### src/hdl/first_fit_heap_allocator_macros.svh
// Assertion macros for the first-fit heap allocator.
`ifndef FIRST_FIT_HEAP_ALLOCATOR_MACROS_SVH
`define FIRST_FIT_HEAP_ALLOCATOR_MACROS_SVH

// Condition must hold on every clock edge outside reset.
`define FFHA_ALWAYS(label, cond, msg) \
    label: assert property (@(posedge i_clk) disable iff (!i_rst_n) (cond)) \
        else $error(msg);

// Implication checked on every clock edge outside reset.
`define FFHA_IMPLIES(label, ante, cons, msg) \
    label: assert property (@(posedge i_clk) disable iff (!i_rst_n) (ante) |-> (cons)) \
        else $error(msg);

`endif

### src/hdl/ffha_pkg.sv
// Shared constants and types of the first-fit heap allocator.
package ffha_pkg;
    localparam int HEAP_BYTES = 65536;
    localparam int MAX_BLOCKS = 64;
    localparam int META_BYTES = 24;
    localparam int ALIGN      = 16;

    localparam int BW = 17;                      // byte counts and offsets
    localparam int PW = BW + 1;                  // running sums
    localparam int IW = $clog2(MAX_BLOCKS);      // table index
    localparam int CW = $clog2(MAX_BLOCKS + 1);  // block count

    typedef enum logic [1:0] {
        ST_OK       = 2'd0,
        ST_ZERO     = 2'd1,
        ST_NO_SPACE = 2'd2,
        ST_BAD_FREE = 2'd3
    } t_status;

    typedef struct packed {
        logic          free;
        logic [BW-1:0] bytes;
    } t_entry;
endpackage

### src/hdl/ffha_ram.sv
// Simple dual-port RAM, one write and one registered read port.
module ffha_ram #(
    parameter int W = 8,
    parameter int D = 64
) (
    input  logic                 i_clk,
    input  logic                 i_we,
    input  logic [$clog2(D)-1:0] i_wa,
    input  logic [W-1:0]         i_wd,
    input  logic [$clog2(D)-1:0] i_ra,
    output logic [W-1:0]         o_rd
);
    logic [W-1:0] r_mem [D];
    logic [W-1:0] r_rd;

    always_ff @(posedge i_clk) begin
        if (i_we) begin
            r_mem[i_wa] <= i_wd;
        end
        r_rd <= r_mem[i_ra];
    end

    assign o_rd = r_rd;
endmodule

### src/hdl/first_fit_heap_allocator.sv
// A zero-size request or a null free is answered straight from idle; otherwise
// the block table is walked entry by entry, and when a split inserts or a merge
// removes table entries, the entries behind it are moved one by one before the
// result is given.
// One request at a time; busy is high while a request is in work.
// The result strobe o_valid lasts one cycle and cannot be stalled.
// Synchronous active-low reset empties the table and the heap.
module first_fit_heap_allocator
    import ffha_pkg::*;
(
    input  logic          i_clk,
    input  logic          i_rst_n,
    input  logic          start,
    output logic          busy,
    input  logic          i_req_type,
    input  logic [15:0]   i_req_size,
    input  logic [BW-1:0] i_req_addr,
    output logic          o_valid,
    output logic [BW-1:0] o_data_addr,
    output logic [1:0]    o_status
);
    `include "first_fit_heap_allocator_macros.svh"

    typedef enum logic [6:0] {
        S_IDLE = 7'b0000001,
        S_SCAN = 7'b0000010,
        S_NEXT = 7'b0000100,
        S_SHUP = 7'b0001000,
        S_SPL  = 7'b0010000,
        S_FIN  = 7'b0100000,
        S_SHDN = 7'b1000000
    } t_state;

    localparam logic [PW-1:0] META_P = PW'(META_BYTES);
    localparam logic [PW:0]   HEAP_P = (PW+1)'(HEAP_BYTES);

    t_state r_state, n_state;
    logic [CW-1:0] r_total, n_total;
    logic [BW-1:0] r_top, n_top;
    logic r_type, n_type;
    logic [BW-1:0] r_need, n_need;
    logic [BW-1:0] r_addr, n_addr;
    logic [CW-1:0] r_k, n_k;
    logic [PW-1:0] r_pos, n_pos;
    logic r_pf, n_pf;
    logic [BW-1:0] r_pb, n_pb;
    logic [BW-1:0] r_b, n_b;
    logic [CW-1:0] r_j, n_j;
    logic [CW-1:0] r_wj, n_wj;
    logic r_sv, n_sv;
    logic [1:0] r_d, n_d;
    logic r_ov, n_ov;
    logic [BW-1:0] r_oa, n_oa;
    t_status r_os, n_os;

    logic          we;
    logic [IW-1:0] wa, ra;
    t_entry        wd, q;

    logic [BW-1:0] need_in;
    logic [PW-1:0] here;
    logic          nf;
    logic [BW-1:0] nb;

    ffha_ram #(.W($bits(t_entry)), .D(MAX_BLOCKS)) u_ram (
        .i_clk (i_clk),
        .i_we  (we),
        .i_wa  (wa),
        .i_wd  (wd),
        .i_ra  (ra),
        .o_rd  (q)
    );

    assign need_in = (BW'(i_req_size) + BW'(ALIGN - 1)) & ~BW'(ALIGN - 1);
    assign here    = r_pos + META_P;
    assign nf      = (r_k + CW'(1) < r_total) && q.free;
    assign nb      = q.bytes;

    always_comb begin
        n_state = r_state; n_total = r_total; n_top = r_top;
        n_type = r_type; n_need = r_need; n_addr = r_addr;
        n_k = r_k; n_pos = r_pos; n_pf = r_pf; n_pb = r_pb; n_b = r_b;
        n_j = r_j; n_wj = r_wj; n_sv = r_sv; n_d = r_d;
        n_ov = 1'b0; n_oa = '0; n_os = ST_OK;
        we = 1'b0; wa = '0; wd = '0; ra = '0;
        unique case (r_state)
            S_IDLE: begin
                ra = '0;
                if (start) begin
                    n_type = i_req_type; n_need = need_in; n_addr = i_req_addr;
                    n_k = '0; n_pos = '0; n_pf = 1'b0; n_pb = '0;
                    if (!i_req_type && i_req_size == '0) begin
                        n_ov = 1'b1; n_os = ST_ZERO;
                    end else if (i_req_type && i_req_addr == '0) begin
                        n_ov = 1'b1;
                    end else begin
                        n_state = S_SCAN;
                    end
                end
            end
            S_SCAN: begin
                ra = IW'(r_k + CW'(1));
                if (r_k >= r_total) begin
                    n_state = S_IDLE; n_ov = 1'b1;
                    if (r_type) begin
                        n_os = ST_BAD_FREE;
                    end else if (r_total >= CW'(MAX_BLOCKS) ||
                                 (PW+1)'(r_top) + (PW+1)'(META_P) + (PW+1)'(r_need) > HEAP_P) begin
                        n_os = ST_NO_SPACE;
                    end else begin
                        we = 1'b1; wa = IW'(r_total); wd = '{free: 1'b0, bytes: r_need};
                        n_total = r_total + CW'(1);
                        n_oa = r_top + BW'(META_BYTES);
                        n_top = r_top + BW'(META_BYTES) + r_need;
                    end
                end else if (!r_type && q.free && q.bytes >= r_need) begin
                    n_oa = here[BW-1:0];
                    if (PW'(q.bytes) > PW'(r_need) + META_P && r_total < CW'(MAX_BLOCKS)) begin
                        n_b = q.bytes; n_j = r_total - CW'(1); n_sv = 1'b0;
                        n_state = S_SHUP;
                    end else begin
                        we = 1'b1; wa = IW'(r_k); wd = '{free: 1'b0, bytes: q.bytes};
                        n_ov = 1'b1; n_state = S_IDLE;
                    end
                end else if (r_type && here == PW'(r_addr)) begin
                    if (q.free) begin
                        n_ov = 1'b1; n_os = ST_BAD_FREE; n_state = S_IDLE;
                    end else begin
                        n_b = q.bytes; n_state = S_NEXT;
                    end
                end else begin
                    n_k = r_k + CW'(1);
                    n_pos = here + PW'(q.bytes);
                    n_pf = q.free; n_pb = q.bytes;
                end
            end
            S_NEXT: begin
                we = 1'b1; n_sv = 1'b0;
                priority if (r_pf && nf) begin
                    wa = IW'(r_k - CW'(1));
                    wd = '{free: 1'b1, bytes: r_pb + r_b + nb + BW'(2 * META_BYTES)};
                    n_d = 2'd2; n_j = r_k + CW'(2); n_state = S_SHDN;
                end else if (r_pf) begin
                    wa = IW'(r_k - CW'(1));
                    wd = '{free: 1'b1, bytes: r_pb + r_b + BW'(META_BYTES)};
                    n_d = 2'd1; n_j = r_k + CW'(1); n_state = S_SHDN;
                end else if (nf) begin
                    wa = IW'(r_k);
                    wd = '{free: 1'b1, bytes: r_b + nb + BW'(META_BYTES)};
                    n_d = 2'd1; n_j = r_k + CW'(2); n_state = S_SHDN;
                end else begin
                    wa = IW'(r_k);
                    wd = '{free: 1'b1, bytes: r_b};
                    n_ov = 1'b1; n_state = S_IDLE;
                end
            end
            S_SHUP: begin
                if (r_sv) begin
                    we = 1'b1; wa = IW'(r_wj + CW'(1)); wd = q;
                end
                ra = IW'(r_j);
                if (r_j > r_k) begin
                    n_wj = r_j; n_sv = 1'b1; n_j = r_j - CW'(1);
                end else begin
                    n_sv = 1'b0;
                    if (!r_sv) begin
                        n_state = S_SPL;
                    end
                end
            end
            S_SPL: begin
                we = 1'b1; wa = IW'(r_k + CW'(1));
                wd = '{free: 1'b1, bytes: r_b - r_need - BW'(META_BYTES)};
                n_total = r_total + CW'(1);
                n_state = S_FIN;
            end
            S_FIN: begin
                we = 1'b1; wa = IW'(r_k); wd = '{free: 1'b0, bytes: r_need};
                n_ov = 1'b1; n_oa = r_oa; n_state = S_IDLE;
            end
            S_SHDN: begin
                if (r_sv) begin
                    we = 1'b1; wa = IW'(r_wj - CW'(r_d)); wd = q;
                end
                ra = IW'(r_j);
                if (r_j < r_total) begin
                    n_wj = r_j; n_sv = 1'b1; n_j = r_j + CW'(1);
                end else begin
                    n_sv = 1'b0;
                    if (!r_sv) begin
                        n_total = r_total - CW'(r_d);
                        n_ov = 1'b1; n_state = S_IDLE;
                    end
                end
            end
            default: begin
                n_state = S_IDLE;
            end
        endcase
        if (r_state == S_SCAN || r_state == S_SHUP || r_state == S_SPL) begin
            if (!n_ov) begin
                n_oa = (r_state == S_SCAN && n_state == S_SHUP) ? n_oa : r_oa;
            end
        end
    end

    always_ff @(posedge i_clk) begin
        if (!i_rst_n) begin
            r_state <= S_IDLE;
            r_total <= '0;
            r_top   <= '0;
            r_ov    <= 1'b0;
            r_sv    <= 1'b0;
        end else begin
            r_state <= n_state;
            r_total <= n_total;
            r_top   <= n_top;
            r_ov    <= n_ov;
            r_sv    <= n_sv;
        end
        r_type <= n_type; r_need <= n_need; r_addr <= n_addr;
        r_k <= n_k; r_pos <= n_pos; r_pf <= n_pf; r_pb <= n_pb; r_b <= n_b;
        r_j <= n_j; r_wj <= n_wj; r_d <= n_d;
        r_oa <= n_oa; r_os <= n_os;
    end

    assign busy        = (r_state != S_IDLE);
    assign o_valid     = r_ov;
    assign o_data_addr = r_ov ? r_oa : '0;
    assign o_status    = r_ov ? r_os : ST_OK;

    `FFHA_ALWAYS(a_total_max, r_total <= CW'(MAX_BLOCKS), "block count over table size")
    `FFHA_ALWAYS(a_top_max, {1'b0, r_top} <= PW'(HEAP_BYTES), "heap top beyond heap")
    `FFHA_IMPLIES(a_err_addr, o_valid && o_status != ST_OK, o_data_addr == '0,
        "failed transaction returned an address")
    `FFHA_IMPLIES(a_resp_src, o_valid, $past(start) || $past(busy),
        "result without a transaction")
endmodule
### config.mk
export PLATFORM = sky130hd
export DESIGN_NAME = first_fit_heap_allocator
export DESIGN_NICKNAME = d
export VERILOG_FILES = /design/src/hdl/ffha_pkg.sv /design/src/hdl/ffha_ram.sv /design/src/hdl/first_fit_heap_allocator.sv
export VERILOG_INCLUDE_DIRS = /design/src /design/src/hdl
export SDC_FILE = /design/constraint.sdc
export NUM_CORES = 2
export LEC_CHECK = 0
export BUFFER_PORTS_ARGS = -buffer_cell sky130_fd_sc_hd__clkbuf_2
export CAP_MARGIN = 20
export CORE_MARGIN = 3
export CORE_UTILIZATION = 57
export CTS_CLUSTER_SIZE = 10
export DETAILED_ROUTE_END_ITERATION = 16
export GPL_TIMING_DRIVEN = 0
export PLACE_DENSITY_LB_ADDON = 0.12
export SLEW_MARGIN = 20
export SYNTH_ARGS = -nofsm -noshare
export SYNTH_HDL_FRONTEND = slang
export SYNTH_SLANG_ARGS = --single-unit
### constraint.sdc
create_clock -name i_clk -period 9 [get_ports i_clk]
set_clock_uncertainty 0.2 [all_clocks]
set_input_delay 0.45 -clock i_clk [delete_from_list [all_inputs] [get_ports i_clk]]
set_output_delay 0.45 -clock i_clk [all_outputs]
set_load 0.02 [all_outputs]
## Word level (Yosys, flattened, before mapping)

Memory sizes are Yosys's and may differ from the RTL's. A register that Yosys moved wholly into a read port is not among the register bits.
Index checks and enable logic that the tools add are counted.

| storage, ports and cells | value |
|---|---|
| flip-flop bits (word level) | 158 |
| RAM bits | 1152 |
| bits of input ports | 37 |
| output and inout port bits | 21 |
| logic and storage cells | 245 |
| memories kept | 1 |

Memories:

| memory | words | bits a word | read ports | clocked after memory_dff | wr ports | RTL line | source |
|---|---|---|---|---|---|---|---|
| u_ram.r_mem | 64 | 18 | 1 | 1 | 1 | ffha_ram.sv:13 | `logic [W-1:0] r_mem [D];` |

| cells by class | value |
|---|---|
| $add $sub $neg | 26 |
| order comparisons | 9 |
| eq/ne operators | 27 |
| multiplexer cells | 128 |
| bitwise logic cells | 3 |
| reduce and logical (&&, ||, !) cells | 33 |

Operators with widths:

| kind | number |
|---|---|
| $mux W17 | 23 |
| $mux W7 | 30 |
| $mux W18 | 6 |
| $pmux W18 S5 | 1 |
| $add A17 B17 Y17 | 4 |
| $pmux W17 S2 | 2 |
| $mux W6 | 11 |
| $add A17 B5 Y17 const B | 3 |
| $pmux W7 S6 | 1 |
| $add A17 B5 Y18 const B | 2 |
| $pmux W18 S2 | 1 |
| $pmux W6 S6 | 1 |
| $mux W1 | 31 |
| $ne A2 B2 Y1 const B | 14 |
| $pmux W7 S4 | 1 |
| $pmux W6 S2 | 2 |
| $add A7 B1 Y7 const B | 3 |
| $pmux W7 S3 | 1 |
| $add A18 B17 Y19 | 1 |
| $gt A19 B17 Y1 const B | 1 |
| $add A18 B17 Y18 | 1 |
| $add A18 B5 Y18 const B | 1 |
| $eq A18 B17 Y1 | 1 |
| $gt A17 B18 Y1 | 1 |
| other kinds (53) | 83 |

## Logic depth before layout (Yosys ltp)

| depth | value |
|---|---|
| depth after elaboration | 12 |
| gate-level depth with buffers | 20 |
| mapped depth without buffers | 20 |

## Hierarchy

A second synthesis with hierarchy kept.

| unflattened totals | value |
|---|---|
| cell total of the unflattened synthesis | 3849 |
| area total of the unflattened synthesis | 61012.3 sq um |

Modules (own cells, without submodules):

| module | times used | cells an instance | area an instance (sq um) | sequential area each (sq um) |
|---|---|---|---|---|
| ffha_ram | 1 | 2069 | 44958.1 | 34953.5 |
| first_fit_heap_allocator | 1 | 1780 | 16054.1 | 4334.2 |

## Worst setup path after synthesis

Ideal clock, no wire load.

| timing path | value |
|---|---|
| path kind | register -> register |
| start point | reg r_b[0] |
| end point | mem u_ram.r_mem[0][13] in the netlist's numbering (data pin) |
| data arrival time | 7.671 ns |
| slack | 0.121 ns |
| cell stages (with the launch flop) | 17 |
| path buffers | 0 |
| clock period less this slack | 8.879 ns |
| path through | edfxtp_1 ha_1 inv_1 fa_1 nand2b_1 a21oi_1 or4b_2 nand3_1 ha_1 ha_1 o41ai_1 o221ai_1 o41ai_1 xor2_1 nand2_1 o21ai_0 o311ai_0 |

| between the ends | value |
|---|---|
| cells in the longest elaborated chain, start to end | 6 |
| elaborated cells on any way between the ends | 12 |
| classes of those cells | add/sub (8); mux (4) |

RTL lines:

| item | RTL line | source |
|---|---|---|
| from (decl) | first_fit_heap_allocator.sv:47 | `logic [BW-1:0] r_b, n_b;` |
| from (signal assigned) | first_fit_heap_allocator.sv:222 | `r_k <= n_k; r_pos <= n_pos; r_pf <= n_pf; r_pb <= n_pb; r_b <= n_b;` |
| parallel branches: the longest is 5 deep, another holds $add A17 B17 Y17 | - |  |
| $pmux W18 S5 (*) | first_fit_heap_allocator.sv:86 | `unique case (r_state)` |
| named net u_ram.i_wd[13] | ffha_ram.sv:9 | `input logic [W-1:0] i_wd,` |
| to (decl) | ffha_ram.sv:13 |  |

Mark *: on every way through the listed nets, which the timed path passes.

## Final worst setup path

| timing path | value |
|---|---|
| start point | reg r_need[4] |
| end point | mem u_ram.r_mem[62][3] in the netlist's numbering, enable pin |

| between the ends | value |
|---|---|
| cells in the longest elaborated chain, start to end | 9 |
| elaborated cells on any way between the ends | 22 |
| classes of those cells | add/sub (2); order compare (3); mux (14); reduce/logical (3) |

RTL lines:

| item | RTL line | source |
|---|---|---|
| from (decl) | first_fit_heap_allocator.sv:41 | `logic [BW-1:0] r_need, n_need;` |
| from (signal assigned) | first_fit_heap_allocator.sv:221 | `r_type <= n_type; r_need <= n_need; r_addr <= n_addr;` |
| $add A18 B17 Y19 or $add A17 B5 Y18 (tied branches) | first_fit_heap_allocator.sv:108, first_fit_heap_allocator.sv:118 |  |
| $gt A19 B17 Y1 or $gt A17 B18 Y1 (tied branches) | first_fit_heap_allocator.sv:108, first_fit_heap_allocator.sv:118 |  |
| $logic_or A1 B1 Y1 or $logic_and A1 B1 Y1 (tied branches) | first_fit_heap_allocator.sv:107, first_fit_heap_allocator.sv:118 |  |
| $mux W1 (on tied branches) | first_fit_heap_allocator.sv:107, first_fit_heap_allocator.sv:118 |  |
| $mux W1 (on tied branches) | first_fit_heap_allocator.sv:105, first_fit_heap_allocator.sv:116 |  |
| $mux W1 | first_fit_heap_allocator.sv:103 | `if (r_k >= r_total) begin` |
| $pmux W1 S3 | first_fit_heap_allocator.sv:86 |  |
| $mux W1 | ffha_ram.sv:17 | `if (i_we) begin` |
| $mux W1 (implied by the code) | ffha_ram.sv:18 | `r_mem[i_wa] <= i_wd;` |

Parallel ways exist; a longest one is shown, timed or not.

==> run metrics <==
critical path peak fanout 18; final worst path period need 6.67 ns; Worst Tran Pin Value 1.23 ns; Clock Sinks 1325; DRC Markers 0; syn_nets 5522; Required @ worst endpoint 9.17 ns; fin util 65.7%; top-count cell post-synth edfxtp_1; nature of the critical path endpoint register; #FFs+latches synth 1325; design internal power 10.6 mW; Yosys top cell area share 61.4%; Seq pwr share 49.0%; drt via density 6.47; ANT nets after route 0; Rows 120; critical path startpoint category register; initial antenna violation count 6; area leader, netlist edfxtp_1; Min Hold Slack 0.166 ns; largest cells by area after synthesis edfxtp_1 (61%), nand2_1 (7.3%), ha_1 (4.8%); cell count after synthesis 5239; first-pass GRT wire length 281 mm; IO Count 58; Max VDD drop 0.213 mV; Clock transition at path regs 0.06 ns; CTS root buf clkbuf_16; register area share after synthesis 63.0%; drt pass-1 iters 6; CTS tree built; top cells by count, synth edfxtp_1 (1275), nand2_1 (1219), nand3_1 (346); GP Congestion 0.992; die area 113000 um^2; RSZ-0062 raised after global routing no; Setup-failing EPs final 0; final wirelength 193 mm; Yosys warning count 0; grt ovf 0; detailed placer's ending HPWL 136 mm; switching share of power 25.1%; Async SR Flop Fraction 0%; FMAX 0.150 GHz; clk_lat worst skew 0.76 ns; synthesized area 62300 um^2; largest net degree at the start of global routing 49; synthesis-to-layout area growth 13.7%; Finished Cell Area 70800 um^2; core box area 108000 um^2; Clock Power Share 38.8%; Syn Area/Cell 11.9 um^2; multi-input logic area 21600 um^2; number of port buffers 57; Crit Path Class register to register; fin. max-slew vios 0; Seq. cell area 39300 um^2; starting DRC count in detailed routing 6293; vias 45.7k; Post-CTS Setup Inserts 0; most used flip-flop cell after synthesis edfxtp_1; DR WL/cell 27.4 um; part of the power in combinational logic 12.2%; crit path DAT 6.84 ns; DIE WIDTH 337 um; Global Route Usage Sum 33.9%; chip height 337 um; EDFF count, synth 1275; post_cts resized 0; Pleak 25.5 nW; final hold viol count 0; Yosys cell types 99; pwr/cell area 199 nW/um^2; hold crit path type input port to register; share of cells above drive strength 1 9.91%; Cell Area, Placed 66200 um^2; sw power 3.54 mW; Period Utilization, post-route 74.1%; Num CTS Buffers 153; Nets 5890; vias in the first global route 43.3k; CTS max path bufs 3; max_cap viols 0; status completed; starting density of the core 57.8%; hold buffers post-CTS 41; Slew HR 17.7%; H-Tree Depth 4; fillers 7976
sequential cells by signal, indices dropped and copies added (netlist names), 2 cells and up:
| signal | flops |
|---|---|
| u_ram.r_mem | 1152 |
| r_pos | 18 |
| u_ram.o_rd | 18 |
| r_addr | 17 |
| r_b | 17 |
| r_oa | 17 |
| r_pb | 17 |
| r_top | 14 |
| r_need | 13 |
| r_j | 7 |
| r_k | 7 |
| r_state | 7 |
| r_total | 7 |
| r_wj | 6 |
| r_d | 2 |
| r_os | 2 |
kinds of logic after synthesis:
group / Yosys count / synth area share [%]
AOI/OAI and AO/OA: 833 / 10.0
DFF: 1325 / 63.0
and+or+nand+nor: 2189 / 15.8
buffers and inverters: 439 / 2.87
xor gates and xnor gates: 191 / 2.78
muxes: 16 / 0.442
adders and majority gates: 246 / 5.05
worst max-delay path, cell delays in order, from the launching register on:
cell	delay (ns)
edfxtp_1	0.53
inv_1	0.18
ha_1	0.31
inv_1	0.04
ha_1	0.21
fa_1	0.50
a211oi_2	0.27
o21bai_1	0.14
a2111oi_2	0.45
o21ba_1	0.22
o21bai_1	0.08
xnor2_1	0.52
o2111ai_4	0.36
o21ai_0	0.38
nor2b_1	0.23
nand2_1	0.57
nor2_2	1.05
power groups by stage:
stage | Sequential [mW] | Clock, mW | Combinational (mW)
2_1_floorplan | 6.97 | 0 | 1.15
3_3_place_gp | 7.04 | 0 | 1.59
3_5_place_dp | 7.03 | 0 | 1.65
4_1_cts | 6.91 | 5.49 | 1.67
5_1_grt | 6.91 | 5.74 | 1.86
6_report | 6.91 | 5.47 | 1.72
routing by layer:
layer	global-route usage, %	share of wire [%]	wire length (um)
met1	47.2	39	75500
met4	15.8	5.0	9710
met2	51.9	45	86800
met5	0	0.0062	12
met3	6.74	11	21400
final timing paths:
check | startpoint | end | slack [ns] | cells past startpoint
worst max register to register | r_need[4]$_DFFE_PP_ | u_ram.r_mem[62][3]$_DFFE_PP_ | 2.33 | 16
worst min-delay path | i_req_size[3] | r_os[0]$_DFF_P_ | 0.17 | 5
worst min register to register | r_top[7]$_SDFFE_PN0P_ | r_top[7]$_SDFFE_PN0P_ | 0.32 | 2
worst max-delay path | r_need[4]$_DFFE_PP_ | u_ram.r_mem[62][3]$_DFFE_PP_ | 2.33 | 16
layout by cell type, fill, tap and decap left out, types with 21 or more instances in the layout:
cell	Yosys	final
or3_1	36	36
nor2b_1	40	24
inv_1	148	146
and2_1	74	74
clkbuf_1	182	208
xnor2_1	125	125
clkbuf_16	0	157
o21a_1	22	22
a211oi_1	53	52
nor2_2	9	43
xor2_1	62	62
a31oi_1	46	45
buf_4	14	55
buf_8	0	28
nand2_1	1219	1214
clkbuf_2	0	60
edfxtp_1	1275	1275
nand3_1	346	344
a311oi_1	257	256
dlygate4sd3_1	0	41
a21o_1	35	35
and3_1	126	126
o21ai_0	90	86
dfxtp_1	50	50
nor2_1	169	129
buf_6	0	27
a21oi_1	124	124
ha_1	237	237
nor3_1	44	43
o31ai_1	21	21
nand2b_1	28	28
buf_2	73	73
metrics by stage:
step | worst slack (ns) | TNS [ns] | power (mW) | instances
floorplan | 0.121 | 0 | 8.12 | 5239
global placement | -9.39 | -1458.01 | 8.63 | 6699
detailed placement | 2.16 | 0 | 8.68 | 6813
CTS | 2.10 | 0 | 14.1 | 7055
global route | 1.88 | 0 | 14.5 | 7057
finish | 2.33 | 0 | 14.1 | 7058
final cells by class:
| type | instances | area share (%) |
|---|---|---|
| sequential | 1325 | 55.5 |
| multi-input combinational | 3475 | 30.5 |
| clock buffer | 186 | 5.70 |
| timing repair buffer | 213 | 3.12 |
| tap | 1403 | 2.48 |
| buffer | 288 | 1.73 |
| inverter | 151 | 0.804 |
| clock inverter | 15 | 0.200 |
| antenna | 2 | 0.00706 |
Note: power is estimated with default switching activity, not from simulation.
